**src/rtl/core/dpid_pkg.sv**
```systemverilog
// Shared types, widths and helper functions for the discrete PID controller.
package dpid_pkg;

    localparam int DATA_WIDTH  = 16;
    localparam int OUT_WIDTH   = 32;
    localparam int GAIN_W      = 32;
    localparam int INTEG_W     = 32;
    localparam int ERR_W       = DATA_WIDTH + 1;
    localparam int SUM_W       = DATA_WIDTH + 2;
    localparam int OPD_W       = (SUM_W < 32) ? SUM_W : 32;
    localparam int PROD_W      = OPD_W + GAIN_W;
    localparam int CLAMP_W     = SUM_W + 32;
    localparam int CFG_DATA_W  = 32;
    localparam int CFG_IDX_W   = 2;
    localparam int QUEUE_DEPTH = 4;
    localparam int QUEUE_AW    = $clog2(QUEUE_DEPTH);

    localparam logic signed [CLAMP_W-1:0] OPD_LIM  = CLAMP_W'(64'sd1073741824);
    localparam logic signed [CLAMP_W-1:0] OPD_NLIM = -OPD_LIM;

    typedef enum logic [1:0] {
        MODE_PID = 2'd0,
        MODE_P   = 2'd1,
        MODE_PI  = 2'd2,
        MODE_PD  = 2'd3
    } mode_t;

    typedef enum logic [CFG_IDX_W-1:0] {
        REG_MODE        = 2'd0,
        REG_GAIN_P      = 2'd1,
        REG_GAIN_I_HALF = 2'd2,
        REG_GAIN_D      = 2'd3
    } reg_idx_t;

    typedef enum logic {
        CMD_STEP  = 1'b0,
        CMD_CLEAR = 1'b1
    } cmd_t;

    typedef struct packed {
        mode_t                     mode;
        logic signed [GAIN_W-1:0] gain_p;
        logic signed [GAIN_W-1:0] gain_i_half;
        logic signed [GAIN_W-1:0] gain_d;
    } cfg_t;

    // Classified word handed from the front to the back.
    typedef struct packed {
        logic                     clear;
        logic signed [OPD_W-1:0] err;
        logic signed [OPD_W-1:0] err_sum;
        logic signed [OPD_W-1:0] err_diff;
    } item_t;

    // Limit a multiplier operand to +-2^30 (only bites at very wide data).
    function automatic logic signed [OPD_W-1:0] clamp_opd(input logic signed [SUM_W-1:0] x);
        logic signed [CLAMP_W-1:0] wx;
        logic signed [OPD_W-1:0]   r;
        wx = CLAMP_W'(x);
        if (wx > OPD_LIM) begin
            r = OPD_LIM[OPD_W-1:0];
        end else if (wx < OPD_NLIM) begin
            r = OPD_NLIM[OPD_W-1:0];
        end else begin
            r = x[OPD_W-1:0];
        end
        return r;
    endfunction

    function automatic logic use_integral(input mode_t m);
        return (m == MODE_PID) || (m == MODE_PI);
    endfunction

    function automatic logic use_derivative(input mode_t m);
        return (m == MODE_PID) || (m == MODE_PD);
    endfunction

endpackage

```
**src/rtl/core/dpid_front.sv**
```systemverilog
// Front end: accepts input words, forms error terms and tracks the previous error.
module dpid_front
    import dpid_pkg::*;
(
    input  logic                         clk,
    input  logic                         rst_n,
    input  cfg_t                         cfg,
    input  logic                         in_valid,
    output logic                         in_stall,
    input  logic                         cmd,
    input  logic signed [DATA_WIDTH-1:0] measurement,
    input  logic signed [DATA_WIDTH-1:0] setpoint,
    input  logic                         q_full,
    output logic                         q_push,
    output item_t                        q_data
);

    logic signed [ERR_W-1:0] prev_error_reg;
    logic signed [ERR_W-1:0] prev_error_next;
    logic signed [SUM_W-1:0] err;
    logic signed [SUM_W-1:0] err_sum;
    logic signed [SUM_W-1:0] err_diff;

    assign in_stall = q_full;
    assign q_push   = in_valid && !q_full;

    always_comb
    begin
        err      = SUM_W'(setpoint) - SUM_W'(measurement);
        err_sum  = err + SUM_W'(prev_error_reg);
        err_diff = err - SUM_W'(prev_error_reg);

        q_data.clear    = (cmd_t'(cmd) == CMD_CLEAR);
        q_data.err      = clamp_opd(err);
        q_data.err_sum  = clamp_opd(err_sum);
        q_data.err_diff = clamp_opd(err_diff);

        prev_error_next = prev_error_reg;
        if (q_push) begin
            if (cmd_t'(cmd) == CMD_CLEAR) begin
                prev_error_next = '0;
            end else if (cfg.mode != MODE_P) begin
                prev_error_next = err[ERR_W-1:0];
            end
        end
    end

    always_ff @(posedge clk or negedge rst_n)
    begin
        if (!rst_n) begin
            prev_error_reg <= '0;
        end else begin
            prev_error_reg <= prev_error_next;
        end
    end

endmodule

```
**config.mk**
```make
export PLATFORM = sky130hd
export DESIGN_NAME = dpid_front
export DESIGN_NICKNAME = d
export VERILOG_FILES = /design/src/rtl/core/dpid_pkg.sv /design/src/rtl/core/dpid_front.sv
export SDC_FILE = /design/constraint.sdc
export NUM_CORES = 1
export LEC_CHECK = 0
export ABC_AREA = 1
export CAP_MARGIN = 20
export CORE_UTILIZATION = 45
export DETAILED_ROUTE_END_ITERATION = 6
export DONT_BUFFER_PORTS = 1
export GPL_ROUTABILITY_DRIVEN = 0
export HOLD_SLACK_MARGIN = 0.06
export PLACE_DENSITY = 0.63
export SKIP_LAST_GASP = 1
export SLEW_MARGIN = 25
export SYNTH_ARGS = -nofsm -noshare
export SYNTH_HDL_FRONTEND = slang
export SYNTH_SLANG_ARGS = --single-unit
export TNS_END_PERCENT = 1
```
**constraint.sdc**
```tcl
create_clock -name clk -period 9.7 [get_ports clk]
set_input_delay 1.455 -clock clk [delete_from_list [all_inputs] [get_ports clk]]
set_output_delay 1.455 -clock clk [all_outputs]
set_load 0.02 [all_outputs]
```
# [Yosys cells after proc, flatten, opt, wreduce, memory -nomap -nowiden]
# Cells that the tools add are included.
[op_classes] addsub=3 muxes=8 n_eq_ne=1 n_reduce_logical=4 magnitude_cmp=6
[op_table] op="$mux 18" n=6
[op_table] op="$gt 18x32->1 const B" n=2
[op_table] op="$lt 18x31->1 const B" n=2
[op_table] op="$mux 17" n=2
[op_table] op="$gt 17x32->1 const B" n=1
[op_table] op="$lt 17x31->1 const B" n=1
[op_table] op="$add 17x17->18" n=1
[op_table] op="$sub 17x17->18" n=1
[op_table] op="$sub 16x16->17" n=1
[op_table] op="$ne 2x1->1 const B" n=1
[op_table] op="$reduce_and 2->1" n=1
[op_table] op="$reduce_bool 2->1" n=1
[op_table] op="$logic_and 1x1->1" n=1
[op_table] op="$logic_not 1->1" n=1
[word_totals] out_inout_bits=57 wordCells=23 regBits=17

# [Logic depth before layout (Yosys ltp)]
[depth] ltp_word=5 depth_mapped=22

# [Worst setup path before layout]
# OpenSTA, ideal clock, no wires.
[synth_timing] path_kind="input -> output" startpoint="input port setpoint[0]" endpoint="output port q_data[27] (netlist name)" cell_stages=17 required_ps=8245 arrival_time_ps=4267 setup_slack_ps=3978 cell_sequence="inv_1 > ha_1 > fa_1 > inv_1 > nand3_1 > nand2_1 > nand2_1 > nand2_1 > xor2_1 > ha_1 > buf_2 > nor2_1 > inv_1 > nor2_1 > nand3b_1 > nand3_1 > xor2_1"
[synth_rtl] element="from (decl)" line="dpid_front.sv:12" text="input logic signed [DATA_WIDTH-1:0] setpoint,"
[synth_rtl] element="to (decl)" line="dpid_front.sv:15" text="output item_t q_data"

==> flow_summary.toml <==
[floorplanning]
start_util_pct = 46.1
fp.coreArea_um2 = 8180
io_pins = 192
rows = 33
die_area_um2 = 8740
die_y_um = 93.5
die_w_um = 93.5

[critical_path]
reg2reg_depth = 2
reg2reg_slack_ps = 8900
slowest_delay_ps = 650
slowest_stage = "xor2_1"
cp_top_family = "XOR/XNOR gates"
path_buf_inv = 3
path_class = "input port to output pin"
reg2reg_to = "prev_error_reg[1]"
critPathCaptureType = "output pin"
r2r_start = "prev_error_reg[1]"
worstSetupStartpointType = "input port"
cp_max_fo = 7
worst_ep_required_time_ps = 8250
cp.arrival_ps = 4790
crit_chain = "inv_1 > ha_1 > fa_1 > inv_1 > nand3_1 > nand2_1 > nand2_1 > nand2_1 > xor2_1 > ha_1 > nor2_1 > inv_1 > nor2_1 > nand3b_1 > nand3_1 > xor2_1"

[yosys]
ys_types = 31
synthCells = 663
synth_warnings = 0
syn_nets = 851
synth_top_area_share_pct = 21.8
syn-cell-area_um2 = 3770
synth_area_per_cell_um2 = 5.68
synth-seq-cells = 17
ys_seq_area_share_pct = 11.3
synth_area_leader_cell = "nand2_1"
synth.area.top_cells = "nand2_1, ha_1, inv_1"

[global_route]
grt_pass1_wl_mm = 15.2
overflow = 0
antenna_found_initial = 0
grt_use_total_pct = 21.6
grt_max_degree = 18
first_global_vias = 3399

[cts]
cts_hold_buf = 0
cts-root-buf = "clkbuf_8"
clk_latency_ps = 250
post_cts_buffers = 0
cts_buffers = 3
clock_sinks = 17
clk_pin_slew_ps = 60
cts_resized = 0
cts_buffer_depth = 2
htree_num_levels = 1
cts_tree = "yes"

[hold_path]
hold_path_depth = 2
whs_endpoint = "prev_error_reg[11]"
holdCritPathClass = "flop to flop"
hp-start = "prev_error_reg[11]"

[drt]
route.detailed.drc = 0
wl_mm = 9.50
viasPerCell = 4.99
routedWlPerCell_um = 12.5
vias = 3791
first_iter_violations = 110
antenna_left = 0
dr.pass1.iters = 4

[cells_and_area]
area_growth_pct = 2.66
drive_above_1_share_pct = 1.68
finalNetCount = 843
largest_register_ffs = 17
layout_common_cells = "nand2_1, inv_1, ha_1, nand3_1, nor2_1"
post-route-util_pct = 47.3
n_fill_cell = 883
antennaDiodeCount = 0
final_common_cell = "nand2_1"
layout.cells.non_filler = 759

[placed_design]
placed_cells = 755
place_hpwl_mm = 8.32
io_buffers = 0

[timing]
fin_crit_ps = 6250
setup-violations-final = 0
hold_viol_final = 0
rsz0062_at_grt = "no"
max_freq_mhz = 160
worst_pin_slew_ps = 785
drv_slew = 0
period_share_pct = 64.4
fin_skew_ps = 0
finalSetupTns_ps = 0
max-slew-margin-rel_pct = 47.5

[flow_run]
cap_viol_max_count = 0

[pwr]
p_leak_nw = 2.37
power.density_nw_per_um2 = 210
ir_drop_mv = 0.0525

[status]
status = "complete, no violations"
-- routing by layer --
metal | track usage (%) | up-vias | part of all wire (%)
met5 | 0 | - | 0
met4 | 4.10 | 0 | 0.95
met3 | 2.76 | 7 | 7.5
met2 | 36.9 | 122 | 43
met1 | 29.2 | 1654 | 49
li1 | - | 2008 | -
-- through the flow --
stage	hold WS [ps]	area (um^2)	setup WS (ps)	power [mW]
after floorplan	475	3770	3980	0.645
after global placement	495	3820	3520	0.748
after detailed placement	503	3820	3500	0.756
after CTS	520	3870	3500	0.811
after global routing	557	3870	3230	0.886
final	514	3870	3450	0.811
-- worst max path at each step --
stage           startpoint         end  slack, ps  cells after the start
3_3_place_gp   setpoint[0]  q_data[27]       3520                     16
6_report       setpoint[0]  q_data[27]       3450                     16
2_1_floorplan  setpoint[0]  q_data[27]       3980                     17
5_1_grt        setpoint[0]  q_data[31]       3230                     19
3_5_place_dp   setpoint[0]  q_data[27]       3500                     16
4_1_cts        setpoint[0]  q_data[27]       3500                     16
-- worst reg2reg max path, cell delays in order (launching register included) --
cell and delay [ps]:
dfrtp_1 420, inv_1 160, o22ai_1 110
-- power breakdown --
part           switching (mW)  internal (mW)  total (mW)
Clock                  0.0231         0.0292      0.0522
Combinational           0.494          0.173       0.667
Sequential            0.00916         0.0829      0.0921
-- cell families after synthesis --
logic type / after synthesis / share of synthesized area (%)
AOI/OAI and AO/OA: 65 / 9.70
DFF: 17 / 11.3
adders and majority gates: 53 / 18.2
buffers and inverters: 161 / 16.9
and+or+nand+nor: 339 / 37.3
xor gates and xnor gates: 28 / 6.51
-- cell type report --
cell class	instances	area, um^2	share of cell area [%]
sequential	17	425	11.0
clock buffer	4	45.0	1.17
inverter	147	554	14.3
multi-input combinational	485	2700	69.9
tap	105	131	3.40
timing repair buffer	1	7.51	0.194
-- synth_stat cells, drive strengths merged --
master and n:
dfrtp 17, nand3 49, xnor2 4, inv 147, nand3b 3, nor2 43, a21o 2, nand4 3
nor3 11, o21bai 5, buf 11, o22ai 3, nand2 220, and2 10, o21a 1, a21oi 36
xor2 24, ha 50, clkbuf 3, fa 3, o31ai 1, o21ai 17
No activity file was read; power rests on OpenSTA's default activity.
