`src/rtl/core/dpid_pkg.sv`:
```
// Shared types, widths and helper functions for the discrete PID controller.
package dpid_pkg;

    localparam int DATA_WIDTH  = 16;
    localparam int OUT_WIDTH   = 32;
    localparam int GAIN_W      = 32;
    localparam int INTEG_W     = 32;
    localparam int ERR_W       = DATA_WIDTH + 1;
    localparam int SUM_W       = DATA_WIDTH + 2;
    localparam int OPD_W       = (SUM_W < 32) ? SUM_W : 32;
    localparam int PROD_W      = OPD_W + GAIN_W;
    localparam int CLAMP_W     = SUM_W + 32;
    localparam int CFG_DATA_W  = 32;
    localparam int CFG_IDX_W   = 2;
    localparam int QUEUE_DEPTH = 4;
    localparam int QUEUE_AW    = $clog2(QUEUE_DEPTH);

    localparam logic signed [CLAMP_W-1:0] OPD_LIM  = CLAMP_W'(64'sd1073741824);
    localparam logic signed [CLAMP_W-1:0] OPD_NLIM = -OPD_LIM;

    typedef enum logic [1:0] {
        MODE_PID = 2'd0,
        MODE_P   = 2'd1,
        MODE_PI  = 2'd2,
        MODE_PD  = 2'd3
    } mode_t;

    typedef enum logic [CFG_IDX_W-1:0] {
        REG_MODE        = 2'd0,
        REG_GAIN_P      = 2'd1,
        REG_GAIN_I_HALF = 2'd2,
        REG_GAIN_D      = 2'd3
    } reg_idx_t;

    typedef enum logic {
        CMD_STEP  = 1'b0,
        CMD_CLEAR = 1'b1
    } cmd_t;

    typedef struct packed {
        mode_t                     mode;
        logic signed [GAIN_W-1:0] gain_p;
        logic signed [GAIN_W-1:0] gain_i_half;
        logic signed [GAIN_W-1:0] gain_d;
    } cfg_t;

    // Classified word handed from the front to the back.
    typedef struct packed {
        logic                     clear;
        logic signed [OPD_W-1:0] err;
        logic signed [OPD_W-1:0] err_sum;
        logic signed [OPD_W-1:0] err_diff;
    } item_t;

    // Limit a multiplier operand to +-2^30 (only bites at very wide data).
    function automatic logic signed [OPD_W-1:0] clamp_opd(input logic signed [SUM_W-1:0] x);
        logic signed [CLAMP_W-1:0] wx;
        logic signed [OPD_W-1:0]   r;
        wx = CLAMP_W'(x);
        if (wx > OPD_LIM) begin
            r = OPD_LIM[OPD_W-1:0];
        end else if (wx < OPD_NLIM) begin
            r = OPD_NLIM[OPD_W-1:0];
        end else begin
            r = x[OPD_W-1:0];
        end
        return r;
    endfunction

    function automatic logic use_integral(input mode_t m);
        return (m == MODE_PID) || (m == MODE_PI);
    endfunction

    function automatic logic use_derivative(input mode_t m);
        return (m == MODE_PID) || (m == MODE_PD);
    endfunction

endpackage

```
`src/rtl/core/dpid_queue.sv`:
```
// Short FIFO between the front end and the arithmetic back end.
module dpid_queue
    import dpid_pkg::*;
(
    input  logic  clk,
    input  logic  rst_n,
    input  logic  push,
    input  item_t wdata,
    input  logic  pop,
    output item_t rdata,
    output logic  full,
    output logic  empty
);

    item_t                 mem_reg [QUEUE_DEPTH];
    logic [QUEUE_AW-1:0]   wr_ptr_reg;
    logic [QUEUE_AW-1:0]   wr_ptr_next;
    logic [QUEUE_AW-1:0]   rd_ptr_reg;
    logic [QUEUE_AW-1:0]   rd_ptr_next;
    logic [QUEUE_AW:0]     count_reg;
    logic [QUEUE_AW:0]     count_next;
    logic                  do_push;
    logic                  do_pop;

    assign full    = (count_reg == (QUEUE_AW+1)'(QUEUE_DEPTH));
    assign empty   = (count_reg == '0);
    assign do_push = push && !full;
    assign do_pop  = pop && !empty;
    assign rdata   = mem_reg[rd_ptr_reg];

    always_comb
    begin
        wr_ptr_next = do_push ? wr_ptr_reg + 1'b1 : wr_ptr_reg;
        rd_ptr_next = do_pop ? rd_ptr_reg + 1'b1 : rd_ptr_reg;
        count_next  = count_reg;
        if (do_push && !do_pop) begin
            count_next = count_reg + 1'b1;
        end else if (do_pop && !do_push) begin
            count_next = count_reg - 1'b1;
        end
    end

    always_ff @(posedge clk or negedge rst_n)
    begin
        if (!rst_n) begin
            wr_ptr_reg <= '0;
            rd_ptr_reg <= '0;
            count_reg  <= '0;
        end else begin
            wr_ptr_reg <= wr_ptr_next;
            rd_ptr_reg <= rd_ptr_next;
            count_reg  <= count_next;
        end
    end

    always_ff @(posedge clk)
    begin
        if (do_push) begin
            mem_reg[wr_ptr_reg] <= wdata;
        end
    end

endmodule

```
`config.mk`:
```
export PLATFORM = sky130hd
export DESIGN_NAME = dpid_queue
export DESIGN_NICKNAME = d
export VERILOG_FILES = /design/src/rtl/core/dpid_pkg.sv /design/src/rtl/core/dpid_queue.sv
export SDC_FILE = /design/constraint.sdc
export NUM_CORES = 1
export LEC_CHECK = 0
export BUFFER_PORTS_ARGS = -buffer_cell sky130_fd_sc_hd__buf_4
export CORE_ASPECT_RATIO = 1.5
export CORE_UTILIZATION = 55
export DETAILED_ROUTE_END_ITERATION = 8
export PLACE_DENSITY = 0.8
export SYNTH_ARGS = -nofsm -noshare
export SYNTH_HDL_FRONTEND = slang
export SYNTH_SLANG_ARGS = --single-unit
```
`constraint.sdc`:
```
create_clock -name clk -period 3.05 [get_ports clk]
set_input_delay 0.1525 -clock clk [delete_from_list [all_inputs] [get_ports clk]]
set_output_delay 0.1525 -clock clk [all_outputs]
set_load 0.01 [all_outputs]
```
After elaboration in Yosys (flattened, before gate mapping)
Memories as Yosys holds them, arrays and structs flattened.
Index checks and enable logic that the tools add are counted.
{"block": "word_totals", "input_bits": 59, "ram_bits": 220, "mem_count": 1, "elab_cells": 23, "ff_bits": 7}
{"memory": "mem_reg", "depth": 4, "word_bits": 55, "rd": 1, "rd_clocked_by_memory_dff": 0, "wr": 1, "line": "dpid_queue.sv:15", "rtl": "item_t mem_reg [QUEUE_DEPTH];"}
{"block": "classes", "n_eq_ne": 1, "mux": 4, "n_reduce_logical": 10, "n_addsub": 4}
{"cell": "two-way mux 3 bit", "n": 2}
{"cell": "adder 2 x 1 -> 2 bit, second input constant", "n": 2}
{"cell": "logical AND 1 bit", "n": 4}
{"cell": "logical NOT 1 bit", "n": 4}
{"cell": "adder 3 x 1 -> 3 bit, second input constant", "n": 1}
{"cell": "== test 3 bit, second input constant", "n": 1}
{"cell": "logical NOT 3 bit", "n": 1}
{"cell": "subtractor 3 x 1 -> 3 bit, second input constant", "n": 1}
{"cell": "two-way mux 1 bit", "n": 2}
{"cell": "nonzero test 2 bit", "n": 1}

Longest topological paths before layout
{"block": "logic_depth", "depth_word": 7, "depth_mapped": 9}

Worst setup path before layout
Ideal clock, no wire load.
{"block": "synth_path", "path_kind": "reg2reg", "from": "reg count_reg[2]", "to": "mem mem_reg[0][0] (netlist bit), enable pin", "arrival_time_ps": 2132, "setup_time_ps": 418, "synth_period_minus_slack_ps": 2551, "path_stages_with_launch": 5, "path_buffers": 1, "setup_slack_ps": 499, "cell_sequence": "dfrtp_1 nor3b_2 nor2b_1 buf_2 and2_1"}
{"block": "synth_via", "elab_chain_cells": 5}
{"element": "start: declaration", "line": "dpid_queue.sv:20", "rtl": "logic [QUEUE_AW:0] count_reg;"}
{"element": "start signal: assignment", "line": "dpid_queue.sv:52", "rtl": "count_reg <= count_next;"}
{"element": "== test 3 bit", "line": "dpid_queue.sv:25", "rtl": "assign full = (count_reg == (QUEUE_AW+1)'(QUEUE_DEPTH));"}
{"element": "via full", "line": "dpid_queue.sv:11", "rtl": "output logic full,"}
{"element": "logical NOT 1 bit", "line": "dpid_queue.sv:27", "rtl": "assign do_push = push && !full;"}
{"element": "logical AND 1 bit", "line": "dpid_queue.sv:27"}
{"element": "via do_push", "line": "dpid_queue.sv:22", "rtl": "logic do_push;"}
{"element": "two-way mux 1 bit", "line": "dpid_queue.sv:58", "rtl": "if (do_push) begin"}
{"element": "two-way mux 1 bit (not written as such)", "line": "dpid_queue.sv:59", "rtl": "mem_reg[wr_ptr_reg] <= wdata;"}
{"element": "end: declaration", "line": "dpid_queue.sv:15"}
The timed path passes the listed nets, and every way through them passes these cells.

==> results.md <==
* Slew @ Worst Pin at 0.6044 ns
* Crit path cell chain: buf_12 -> mux4_2 -> buf_4
* Inserted Clock Buffers at 21
* Critical path endpoint: rdata[51]
* Cell count along the critical path at 3
* Pwr dens at 932.9 nW/um2
* Via/cell ratio at 5.476
* Max reg flops at 220
* Net Count, Synth at 388
* Slowest library cell on the worst path: dfrtp_4
* Final setup vio count at 0
* Core Util, Final at 73.25%
* Core area at 14660 um2
* Clock sink total at 227
* Buf/Inv on CP at 2
* Final ANT Viol Nets at 0
* Share of cells above drive strength 1 at 41.24%
* Setup TNS at 0 ns
* Clock-pin slew on the worst setup and hold paths at 0.06 ns
* Die width at 102.6 um
* Post-synth cell types at 20
* F_max at 410.6 MHz
* # IOs at 116
* Worst-Skew Late Latency at 0.48 ns
* Worst endpoint required time at 2.90 ns
* Ys Warns at 0
* Post-Syn Area per Cell at 25.85 um2
* DRT Wirelength at 15890 um
* Sequential element share of the synthesized area at 81.22%
* Crit Reg-Reg Endpoint: mem_reg[2][40]
* Initial cell density of the core at 56.95%
* Global-route wire length before repair at 24180 um
* Crit Path Max Fanout at 26
* RSZ-0062 raised after global routing: false
* VDD IR max at 0.5561 mV
* Worst setup margin at 0.6144 ns
* Worst Skew at 0.01544 ns
* Reg2reg setup slack at 0.79 ns
* Commonest non-fill, non-tap cell in the layout: edfxtp_1
* Gr ovfl total at 0
* DRT Pass-1 Iters at 4
* Max Slew Vio Count at 0
* Die H at 152.9 um
* Synth top area cells: edfxtp_1, mux4_2, dfrtp_1, ha_1, buf_6
* Flip-flop and latch count after synthesis at 227
* Final HPWL DP at 9102 um
* Yosys top cell area share at 79.12%
* GRT Resource Usage Total at 21.25%
* CP delay by family, top: flip-flops
* Filler cells at 827
* Leading area contributor after synthesis: edfxtp_1
* Vias at 3992
* Die ar. at 15690 um2
* Htree depth at 1
* CP Class: flop to output port
* Worst Setup SP: rd_ptr_reg[0]
* Place WS at 0.8271 ns
* Number of global-route vias before repair at 4197
* Max clock buf depth at 3
* Pin count of the biggest net entering global routing at 42
* R2R Path Start: count_reg[2]
* Endpoint class of the critical path: output port
* Antenna violations before repair at 2
* Port Buffers at 115
* Mapped cell area at 8349 um2
* DRC at 0
* Leak at 3.758 nW
* Hold WC Path Type: input port to async pin
* Avg WL per Cell at 21.79 um
* Most frequent cells in the layout: edfxtp_1, buf_4, dlygate4sd3_1
* DRT iter0 DRCs at 269
* Clock period minus worst slack at 2.436 ns
* Final GP Congestion at 0.7255
* Std-Cell Rows at 54
* Power after layout at 10.02 mW
* Area grow syn2layout at 28.64%
* Outcome: finished clean
* Hold Vio Cnt, Final at 0
* Reg2reg path depth at 4
* Root Driver: clkbuf_16
* Max_cap viols at 0
* Final Cycle Share at 79.86%
* Hold_ws at 0.01449 ns
* Crit path launch type: flop
* Max-slew headroom at 59.71%
* Post-synthesis cell count at 323
* Worst path max stage delay at 0.74 ns
* Nets@finish at 582
* Critical path arrival at 2.28 ns
* CTS tree: built
## layer usage
layer / share of wire, % / track usage (%)
met1: 40 / 29.04
met4: 2.4 / 7.823
met3: 4.5 / 2.789
met5: 0 / 0
met2: 54 / 35.11
## cells in the mapped netlist
library cell and number:
mux2_2 2, buf_4 2, nor2b_1 1, nor3b_2 1, clkbuf_1 1, buf_2 6
inv_1 4, xor2_1 2, ha_1 5, or3_1 1, dfrtp_1 7, fa_1 1
edfxtp_1 220, nor2_1 1, buf_6 4, xnor2_1 4, nand3_1 1, mux4_2 55
and2_1 4, nand2_1 1
## where the power goes
| part | internal [mW] | switching [mW] | leakage [nW] |
|---|---|---|---|
| sequential | 4.13 | 0.315 | 2.09 |
| combinational | 1.66 | 1.43 | 1.34 |
| clock | 1.44 | 1.04 | 0.321 |
## worst register-to-register path: stages, from the launching register on
cell and delay (ns):
dfrtp_1 0.40, nor3b_2 0.17, nor2b_1 0.39, and2_2 0.63
buf_4 0.35
## area by class of cell
type / count / area, um2 / share of cell area, %
diodes: 2 / 5.005 / 0.04660
clock buffers: 26 / 544.3 / 5.068
clock inverters: 11 / 106.4 / 0.9902
inverters: 4 / 15.01 / 0.1398
multi-input cells: 79 / 1464 / 13.63
flip-flops and latches: 227 / 6787 / 63.19
well taps: 196 / 245.2 / 2.283
repair buffers: 184 / 1574 / 14.66
## how the worst min path moves through the flow
stage | start | endpoint | slack, ns | cells after the start
4_1_cts | rst_n | count_reg[2] | 0.0005 | 2
3_3_place_gp | rst_n | count_reg[0] | -0.03 | 1
5_1_grt | rst_n | count_reg[2] | 0.004 | 2
2_1_floorplan | rst_n | count_reg[0] | -0.14 | 0
6_report | rst_n | count_reg[2] | 0.01 | 2
3_5_place_dp | rst_n | count_reg[2] | -0.03 | 1
## per-stage QoR
stage               cell area (um2)  instances
floorplan                      8349        323
global placement               9514        633
detailed placement             9514        633
CTS                           10740        727
global route                  10740        729
finish                        10740        729
## repair_timing
| action | CTS | global route |
|---|---|---|
| hold buffers | 57 | 0 |
| endpoints found under the setup margin | 0 | 0 |
| buffers inserted | 0 | 0 |
| hold endpoints to repair | 229 | 0 |
| resized for setup | 0 | 0 |
## cell families after synthesis
group / count (synthesis) / synth area share, %
xor gates and xnor gates: 6 / 0.6294
buffers and inverters: 17 / 1.304
muxes: 57 / 15.11
and+or+nand+nor: 10 / 0.7492
adders and majority gates: 6 / 0.9891
DFF: 227 / 81.22
No activity file was read; power rests on OpenSTA's default activity.
